--- config.mk ---
export PLATFORM = sky130hd
export DESIGN_NAME = zero_cross_timestamp_framer_core
export DESIGN_NICKNAME = d
export VERILOG_FILES = /design/src/design/zctf_pkg.sv /design/src/design/zero_cross_timestamp_framer_core.sv /design/src/design/zctf_div.sv /design/src/design/zctf_slot_mem.sv
export SDC_FILE = /design/constraint.sdc
export NUM_CORES = 2
export LEC_CHECK = 0
export BUFFER_PORTS_ARGS = -buffer_cell sky130_fd_sc_hd__buf_2
export CAP_MARGIN = 40
export CORE_ASPECT_RATIO = 1.75
export CORE_MARGIN = 4
export CORE_UTILIZATION = 35
export CTS_CLUSTER_DIAMETER = 150
export CTS_CLUSTER_SIZE = 8
export DETAILED_ROUTE_END_ITERATION = 6
export PLACE_DENSITY = 0.49
export SLEW_MARGIN = 10
export SYNTH_ARGS = -nofsm -noshare
export SYNTH_HDL_FRONTEND = slang
export SYNTH_HIERARCHICAL = 1
export SYNTH_SLANG_ARGS = --single-unit
--- constraint.sdc ---
create_clock -name clk_i -period 9.94 [get_ports clk_i]
set_input_delay 0.994 -clock clk_i [delete_from_list [all_inputs] [get_ports clk_i]]
set_output_delay 0.994 -clock clk_i [all_outputs]
set_load 0.02 [all_outputs]
--- src/design/zctf_pkg.sv ---
// Package for the zero-crossing timestamp framer: widths, frame geometry
// and interpolation constants shared by the core, divider and slot memory.
// No dependencies.
package zctf_pkg;

  // Frame geometry
  localparam int unsigned FRAME_LENGTH = 256;
  localparam int unsigned SLOT_COUNT   = 16;
  localparam int unsigned POS_W        = $clog2(FRAME_LENGTH);
  localparam int unsigned SLOT_W       = $clog2(SLOT_COUNT);

  // Field widths
  localparam int unsigned SAMPLE_W   = 16;
  localparam int unsigned TIMER_W    = 32;
  localparam int unsigned DIVIDER_W  = 16;
  localparam int unsigned SLOT_NUM_W = 4;
  localparam int unsigned INDEX_W    = 8;
  localparam int unsigned TIME_W     = 32;

  // Interpolation: num = sample * scale, den = divider * (sample - previous)
  localparam int unsigned MICROS_SCALE = 1000000;
  localparam int unsigned SCALE_W      = $clog2(MICROS_SCALE + 1);
  localparam int unsigned NUM_W        = SAMPLE_W - 1 + SCALE_W;
  localparam int unsigned DEN_W        = DIVIDER_W + SAMPLE_W;
  localparam int unsigned DIV_CNT_W    = $clog2(NUM_W + 1);

  // Stream widths
  localparam int unsigned IN_DATA_W  = 48;
  localparam int unsigned OUT_DATA_W = 64;

endpackage

--- src/design/zero_cross_timestamp_framer_core.sv ---
// Each request moves through ST_IDLE, ST_MUL and ST_DONE; a sample that completes
// a rising zero crossing also waits in ST_WAIT for the 35-step serial divider.
// The core takes a new request only once the last one has left ST_DONE for the
// output register. Asynchronous active-low reset clears the frame position,
// slot, previous sample and the slot store valid bits; pll_divider resets to 1.
// No clearing pass is needed after reset.
module zero_cross_timestamp_framer_core (
  input  logic                            clk_i,
  input  logic                            rst_ni,
  // configuration: pll_divider
  input  logic                            cfg_we_i,
  input  logic [zctf_pkg::DIVIDER_W-1:0]  cfg_wdata_i,
  // input stream
  input  logic                            s_axis_tvalid_i,
  output logic                            s_axis_tready_o,
  // [15:0] sample, [47:16] timer_count
  input  logic [zctf_pkg::IN_DATA_W-1:0]  s_axis_tdata_i,
  // output stream
  output logic                            m_axis_tvalid_o,
  input  logic                            m_axis_tready_i,
  // [3:0] slot_number, [11:4] sample_index, [27:12] sample_value,
  // [59:28] crossing_time, [63:60] zero
  output logic [zctf_pkg::OUT_DATA_W-1:0] m_axis_tdata_o,
  // [0] crossing_found
  output logic                            m_axis_tuser_o,
  output logic                            m_axis_tlast_o
);

  typedef enum logic [1:0] {
    ST_IDLE,
    ST_MUL,
    ST_WAIT,
    ST_DONE
  } state_e;

  state_e                          state_q;
  logic [zctf_pkg::DIVIDER_W-1:0]  pll_div_q;
  logic [zctf_pkg::SAMPLE_W-1:0]   prev_q;
  logic [zctf_pkg::POS_W-1:0]      pos_q;
  logic [zctf_pkg::SLOT_W-1:0]     slot_q;
  logic [zctf_pkg::SAMPLE_W-1:0]   sample_q;
  logic [zctf_pkg::TIMER_W-1:0]    timer_q;
  logic                            cross_q;
  logic [zctf_pkg::NUM_W-1:0]      num_q;
  logic [zctf_pkg::DEN_W-1:0]      den_q;
  logic                            start_q;
  logic [zctf_pkg::TIME_W-1:0]     time_q;
  logic                            out_vld_q;
  logic [zctf_pkg::SLOT_NUM_W-1:0] out_slot_q;
  logic [zctf_pkg::INDEX_W-1:0]    out_index_q;
  logic [zctf_pkg::SAMPLE_W-1:0]   out_sample_q;
  logic [zctf_pkg::TIME_W-1:0]     out_time_q;
  logic                            out_found_q;
  logic                            out_last_q;

  logic                            in_acc;
  logic                            fin;
  logic                            last;
  logic [zctf_pkg::SAMPLE_W-1:0]   in_sample;
  logic [zctf_pkg::TIMER_W-1:0]    in_timer;
  logic [zctf_pkg::DIVIDER_W-1:0]  div_eff;
  logic [zctf_pkg::SAMPLE_W:0]     diff_full;
  logic [zctf_pkg::NUM_W-1:0]      num_d;
  logic [zctf_pkg::DEN_W-1:0]      den_d;
  logic [zctf_pkg::TIME_W-1:0]     mem_rdata;
  logic                            mem_we;
  logic                            div_busy;
  logic                            div_done;
  logic [zctf_pkg::NUM_W-1:0]      div_quo;

  assign in_sample = s_axis_tdata_i[zctf_pkg::SAMPLE_W-1:0];
  assign in_timer  = s_axis_tdata_i[zctf_pkg::SAMPLE_W +: zctf_pkg::TIMER_W];

  assign s_axis_tready_o = (state_q == ST_IDLE);
  assign in_acc          = s_axis_tvalid_i && s_axis_tready_o;
  assign fin             = (state_q == ST_DONE) && (!out_vld_q || m_axis_tready_i);
  assign mem_we          = fin && cross_q;
  assign last            = (pos_q == zctf_pkg::POS_W'(zctf_pkg::FRAME_LENGTH - 1));

  // interpolation operands; only used on a crossing, where sample >= 0
  assign div_eff   = (pll_div_q == '0) ? zctf_pkg::DIVIDER_W'(1) : pll_div_q;
  assign diff_full = {sample_q[zctf_pkg::SAMPLE_W-1], sample_q}
                   - {prev_q[zctf_pkg::SAMPLE_W-1], prev_q};
  assign num_d     = zctf_pkg::NUM_W'(sample_q[zctf_pkg::SAMPLE_W-2:0])
                   * zctf_pkg::NUM_W'(zctf_pkg::MICROS_SCALE);
  assign den_d     = zctf_pkg::DEN_W'(div_eff)
                   * zctf_pkg::DEN_W'(diff_full[zctf_pkg::SAMPLE_W-1:0]);

  zctf_slot_mem u_slot_mem (
    .clk_i     (clk_i),
    .rst_ni    (rst_ni),
    .rd_en_i   (in_acc),
    .rd_addr_i (slot_q),
    .rd_data_o (mem_rdata),
    .wr_en_i   (mem_we),
    .wr_addr_i (slot_q),
    .wr_data_i (time_q)
  );

  zctf_div u_div (
    .clk_i   (clk_i),
    .rst_ni  (rst_ni),
    .start_i (start_q),
    .num_i   (num_q),
    .den_i   (den_q),
    .busy_o  (div_busy),
    .done_o  (div_done),
    .quo_o   (div_quo)
  );

  always_ff @(posedge clk_i or negedge rst_ni) begin
    if (!rst_ni) begin
      state_q      <= ST_IDLE;
      pll_div_q    <= zctf_pkg::DIVIDER_W'(1);
      prev_q       <= '0;
      pos_q        <= '0;
      slot_q       <= '0;
      sample_q     <= '0;
      timer_q      <= '0;
      cross_q      <= 1'b0;
      num_q        <= '0;
      den_q        <= '0;
      start_q      <= 1'b0;
      time_q       <= '0;
      out_vld_q    <= 1'b0;
      out_slot_q   <= '0;
      out_index_q  <= '0;
      out_sample_q <= '0;
      out_time_q   <= '0;
      out_found_q  <= 1'b0;
      out_last_q   <= 1'b0;
    end else begin
      start_q <= 1'b0;
      if (cfg_we_i) begin
        pll_div_q <= cfg_wdata_i;
      end
      if (fin) begin
        out_vld_q <= 1'b1;
      end else if (m_axis_tready_i) begin
        out_vld_q <= 1'b0;
      end
      unique case (state_q)
        ST_IDLE: begin
          if (in_acc) begin
            sample_q <= in_sample;
            timer_q  <= in_timer;
            cross_q  <= prev_q[zctf_pkg::SAMPLE_W-1] && !in_sample[zctf_pkg::SAMPLE_W-1];
            state_q  <= ST_MUL;
          end
        end
        ST_MUL: begin
          num_q  <= num_d;
          den_q  <= den_d;
          time_q <= mem_rdata;
          if (cross_q) begin
            start_q <= 1'b1;
            state_q <= ST_WAIT;
          end else begin
            state_q <= ST_DONE;
          end
        end
        ST_WAIT: begin
          if (div_done) begin
            time_q  <= timer_q - div_quo[zctf_pkg::TIME_W-1:0];
            state_q <= ST_DONE;
          end
        end
        ST_DONE: begin
          if (fin) begin
            out_slot_q   <= zctf_pkg::SLOT_NUM_W'(slot_q);
            out_index_q  <= zctf_pkg::INDEX_W'(pos_q);
            out_sample_q <= sample_q;
            out_time_q   <= time_q;
            out_found_q  <= cross_q;
            out_last_q   <= last;
            prev_q       <= sample_q;
            if (last) begin
              pos_q  <= '0;
              slot_q <= (slot_q == zctf_pkg::SLOT_W'(zctf_pkg::SLOT_COUNT - 1))
                        ? '0 : slot_q + 1'b1;
            end else begin
              pos_q <= pos_q + 1'b1;
            end
            state_q <= ST_IDLE;
          end
        end
        default: state_q <= ST_IDLE;
      endcase
    end
  end

  assign m_axis_tvalid_o = out_vld_q;
  assign m_axis_tdata_o  = {4'b0, out_time_q, out_sample_q, out_index_q, out_slot_q};
  assign m_axis_tuser_o  = out_found_q;
  assign m_axis_tlast_o  = out_last_q;

`ifndef SYNTH
  a_accept_drops_ready: assert property (@(posedge clk_i) disable iff (!rst_ni)
    in_acc |=> !s_axis_tready_o)
    else $error("input taken while an item is still in flight");

  a_no_accept_div_busy: assert property (@(posedge clk_i) disable iff (!rst_ni)
    s_axis_tready_o |-> !div_busy)
    else $error("ready raised while divider busy");

  a_div_done_in_wait: assert property (@(posedge clk_i) disable iff (!rst_ni)
    div_done |-> (state_q == ST_WAIT))
    else $error("divider finished outside the wait state");

  a_write_on_crossing: assert property (@(posedge clk_i) disable iff (!rst_ni)
    mem_we |-> (cross_q && $past(state_q) == ST_DONE || $past(state_q) == ST_WAIT
                || $past(state_q) == ST_MUL))
    else $error("slot store written without a crossing result");

  a_done_starts_output: assert property (@(posedge clk_i) disable iff (!rst_ni)
    fin |=> m_axis_tvalid_o)
    else $error("finished item not presented on output");
`endif

endmodule

--- src/design/zctf_div.sv ---
// Restoring divider for the crossing interpolation, one quotient bit a cycle.
// Depends on zctf_pkg.
module zctf_div (
  input  logic                       clk_i,
  input  logic                       rst_ni,
  input  logic                       start_i,
  input  logic [zctf_pkg::NUM_W-1:0] num_i,
  input  logic [zctf_pkg::DEN_W-1:0] den_i,
  output logic                       busy_o,
  output logic                       done_o,
  output logic [zctf_pkg::NUM_W-1:0] quo_o
);

  logic [zctf_pkg::NUM_W-1:0]     num_q, num_d;
  logic [zctf_pkg::DEN_W-1:0]     den_q;
  logic [zctf_pkg::DEN_W-1:0]     rem_q, rem_d;
  logic [zctf_pkg::DIV_CNT_W-1:0] cnt_q;
  logic                           busy_q;
  logic                           done_q;
  logic [zctf_pkg::DEN_W:0]       rem_sh;
  logic [zctf_pkg::DEN_W:0]       rem_sub;
  logic                           fits;

  // numerator shifts out at the top, quotient bits enter at the bottom
  always_comb begin
    rem_sh  = {rem_q, num_q[zctf_pkg::NUM_W-1]};
    rem_sub = rem_sh - {1'b0, den_q};
    fits    = (rem_sh >= {1'b0, den_q});
    rem_d   = fits ? rem_sub[zctf_pkg::DEN_W-1:0] : rem_sh[zctf_pkg::DEN_W-1:0];
    num_d   = {num_q[zctf_pkg::NUM_W-2:0], fits};
  end

  always_ff @(posedge clk_i or negedge rst_ni) begin
    if (!rst_ni) begin
      busy_q <= 1'b0;
      done_q <= 1'b0;
      cnt_q  <= '0;
      num_q  <= '0;
      den_q  <= '0;
      rem_q  <= '0;
    end else begin
      done_q <= 1'b0;
      if (start_i) begin
        busy_q <= 1'b1;
        cnt_q  <= zctf_pkg::DIV_CNT_W'(zctf_pkg::NUM_W);
        num_q  <= num_i;
        den_q  <= den_i;
        rem_q  <= '0;
      end else if (busy_q) begin
        num_q <= num_d;
        rem_q <= rem_d;
        cnt_q <= cnt_q - 1'b1;
        if (cnt_q == zctf_pkg::DIV_CNT_W'(1)) begin
          busy_q <= 1'b0;
          done_q <= 1'b1;
        end
      end
    end
  end

  assign busy_o = busy_q;
  assign done_o = done_q;
  assign quo_o  = num_q;

endmodule

--- src/design/zctf_slot_mem.sv ---
// Per-slot crossing time store: synchronous memory, one write and one read
// port, registered read data. Per-entry valid bits make unwritten slots read 0.
// Depends on zctf_pkg.
module zctf_slot_mem (
  input  logic                        clk_i,
  input  logic                        rst_ni,
  input  logic                        rd_en_i,
  input  logic [zctf_pkg::SLOT_W-1:0] rd_addr_i,
  output logic [zctf_pkg::TIME_W-1:0] rd_data_o,
  input  logic                        wr_en_i,
  input  logic [zctf_pkg::SLOT_W-1:0] wr_addr_i,
  input  logic [zctf_pkg::TIME_W-1:0] wr_data_i
);

  logic [zctf_pkg::TIME_W-1:0]   mem_q [zctf_pkg::SLOT_COUNT];
  logic [zctf_pkg::SLOT_COUNT-1:0] vld_q;
  logic [zctf_pkg::TIME_W-1:0]   rd_data_q;

  always_ff @(posedge clk_i or negedge rst_ni) begin
    if (!rst_ni) begin
      vld_q <= '0;
    end else if (wr_en_i) begin
      vld_q[wr_addr_i] <= 1'b1;
    end
  end

  always_ff @(posedge clk_i) begin
    if (wr_en_i) begin
      mem_q[wr_addr_i] <= wr_data_i;
    end
  end

  // only one item is in flight, so a read never meets a pending write
  always_ff @(posedge clk_i) begin
    if (rd_en_i) begin
      rd_data_q <= vld_q[rd_addr_i] ? mem_q[rd_addr_i] : '0;
    end
  end

  assign rd_data_o = rd_data_q;

endmodule
==> results.sh <==
export IMPL_portBuffers=132
export IMPL_row_count=185
export IMPL_fin_crit_ns=8.93
export IMPL_critPathArrivalTime_ns=9.53
export IMPL_die_w_um=297
export IMPL_drive_gt1_share_pct=15.6
export IMPL_cts_buffer_depth=3
export IMPL_synth_top_cell_by_area="edfxtp_1"
export IMPL_yosys_most_used_dff="edfxtp_1"
export IMPL_grt_max_degree=82
export IMPL_cts_buffers=130
export IMPL_critPathMaxStageDelay_ns=0.55
export IMPL_ant_nets=0
export IMPL_synth_edf_count=544
export IMPL_core_area_mm2=0.145
export IMPL_async_flop_share_pct=39.8
export IMPL_startpoint_type="flip-flop"
export IMPL_cp_startpoint="sample_q[0]"
export IMPL_slew_violations=0
export IMPL_slew_headroom_pct=41.3
export IMPL_holdCritPathClass="in2async"
export IMPL_reg2reg_to="den_q[31]"
export IMPL_gr_total_overflow=0
export IMPL_routedWlPerCell_um=24.1
export IMPL_drc=0
export IMPL_drv_cap=0
export IMPL_endpoint_kind="flip-flop"
export IMPL_ioPinCount=137
export IMPL_met3_usage_pct=2.41
export IMPL_synth_area_top_cells="edfxtp_1 32%, dfrtp_1 18%, fa_1 9.7%"
export IMPL_cts_root_buf="clkbuf_16"
export IMPL_endpoint="den_q[31]"
export IMPL_top_usage_layer="met2"
export IMPL_grt_util_all_layers_pct=20.0
export IMPL_clk_insertion_delay_late_ns=0.74
export IMPL_detailedPlace_worstSlack_ns=1.08
export IMPL_grt_pass1_wl_mm=225
export IMPL_register_area_mm2=0.0253
export IMPL_fin_ws_ns=1.01
export IMPL_clock_skew_ns=0.0399
export IMPL_multiInputGateArea_mm2=0.0235
export IMPL_worst_pin_slew_ns=0.881
export IMPL_drt_iter0_markers=1930
export IMPL_hold_viol=0
export IMPL_rsz0062_at_grt="false"
export IMPL_vias=32900
export IMPL_ys_seq_area_share_pct=49.6
export IMPL_hold_buffers=0
export IMPL_first_pass_iters=5
export IMPL_syn_area_per_cell_um2=12.3
export IMPL_ys_ff_latch=903
export IMPL_antenna_found_initial=5
export IMPL_slowest_stage="fa_1"
export IMPL_ys_warn_count=6
export IMPL_die_h_um=513
export IMPL_reg2regPathDepth=31
export IMPL_clock_fmax_mhz=112
export IMPL_final_common_cell="edfxtp_1"
export IMPL_gp_congestion=0.859
export IMPL_finalSetupViolCount=0
export IMPL_required_ns=10.54
export IMPL_finalSetupTns_ns=0
export IMPL_cp_max_fo=8
export IMPL_cts_tree="built"
export IMPL_postCtsSetupBuffers=0
export IMPL_dp_hpwl_mm=104
export IMPL_viasPerCell=5.24
export IMPL_grt_use_met2_pct=38.6
export IMPL_netlist_instances=4137
export IMPL_ys_types=89
export IMPL_worstSetupPathType="reg2reg"
export IMPL_synth_top_area_share_pct=32.0
export IMPL_status="complete, no violations"
export IMPL_cts_resized=0
export IMPL_period_share_pct=89.9
export IMPL_rr_startpoint="sample_q[0]"
export IMPL_reg2reg_slack_ns=1.01
export IMPL_clkTransAtPathRegs_ns=0.05
export IMPL_cts_sinks=903
export IMPL_cpMostUsedCell="fa_1"
export IMPL_syn2layout_area_growth_pct=13.8
export IMPL_fin_nets=4910
export IMPL_totalWireLength_mm=151
export IMPL_htreeDepth=4
export IMPL_whs_ns=0.216
export IMPL_start_util_pct=35.2
export IMPL_synth_area_mm2=0.0510
export IMPL_fillers=13900
export IMPL_layout_common_cells="544 x edfxtp_1, 506 x nand2_1, 427 x inv_1, 354 x dfrtp_1, 292 x ha_1"
export IMPL_grt_pass1_vias=35200
export IMPL_fp_dieArea_mm2=0.152
export IMPL_use_met1_pct=22.2
layer usage:
layer,part of all wire [%],vias to the layer above
met3,3.1,237
li1,-,14800
met1,37,17100
met4,3.8,0
met2,56,696
met5,0,-
sequential cells by signal, summed over array words and instances, names as in the netlist, 2 cells and up:
register              cells
u_slot_mem/mem_q        512
u_div/quo_o              35
den_q                    32
out_time_q               32
time_q                   32
timer_q                  32
u_div/den_q              32
u_div/rem_q              32
u_slot_mem/rd_data_o     32
num_q                    29
out_sample_q             16
pll_div_q                16
sample_q                 16
u_slot_mem/vld_q         16
out_index_q               8
pos_q                     8
u_div/cnt_q               6
out_slot_q                4
slot_q                    4
state_q                   2
cell usage after synthesis, types with 51 or more instances:
library cell / n
ha_1: 293
xnor2_1: 79
o21ai_0: 185
a21oi_1: 163
and2_1: 98
a21o_1: 59
clkbuf_1: 132
inv_1: 427
mux2_2: 114
nand2_1: 508
dfrtp_1: 358
edfxtp_1: 544
fa_1: 247
nor2_1: 132
mux2i_1: 51
mux4_2: 132
a22oi_1: 67
area by class of cell:
| type | count | share of cell area, % |
|---|---|---|
| Clock inverter | 13 | 0.541 |
| Tap cell | 1870 | 4.03 |
| Antenna cell | 3 | 0.0129 |
| Inverter | 428 | 2.77 |
| Sequential cell | 903 | 43.6 |
| Multi-Input combinational cell | 2624 | 40.4 |
| Clock buffer | 212 | 6.20 |
| Timing Repair Buffer | 214 | 2.41 |
cells by family (layout without fill, tap and decap cells):
logic type	count (synthesis)	count (layout)	synth area share [%]
other	1	13	0.00735
buffers and inverters	619	867	4.82
adder cells (fa/ha/maj)	540	540	16.9
AO/OA/AOI/OAI	665	665	8.33
multiplexers	297	297	9.34
flip-flops	903	903	49.6
XOR/XNOR	118	118	2.02
AND/OR/NAND/NOR	994	994	9.01
through the flow:
step	area [µm²]	utilization [%]	std cells
5_1_grt	58100	40.0	6267
4_1_cts	58100	40.0	6264
2_1_floorplan	51100	-	4146
3_3_place_gp	54000	37.2	6029
6_report	58100	40.0	6267
3_5_place_dp	54200	37.3	6039
worst min path at each step:
stage                                    start              endpoint  slack, ns  depth (start not counted)
after floorplan           u_slot_mem/vld_q[12]  u_slot_mem/vld_q[12]       0.43                          1
after CTS                               rst_ni        out_index_q[7]       0.21                          1
after global placement    u_slot_mem/vld_q[12]  u_slot_mem/vld_q[12]       0.45                          1
after detailed placement   u_slot_mem/vld_q[8]   u_slot_mem/vld_q[8]       0.45                          1
after global routing                    rst_ni        out_index_q[7]       0.24                          1
final                                   rst_ni        out_index_q[7]       0.22                          1
worst max-delay path: cells and delay by family (launching register included):
family	cells	cell delay (ns)
AND/OR/NAND/NOR	3	0.72
buffers and inverters	5	0.39
XOR/XNOR	2	0.49
AO/OA/AOI/OAI	11	2.44
multiplexers	1	0.27
adder cells (fa/ha/maj)	9	4.02
flip-flops	1	0.50
Power is not shown: default switching activity piles up to over one toggle a cycle in this logic, so the estimate is an artifact.
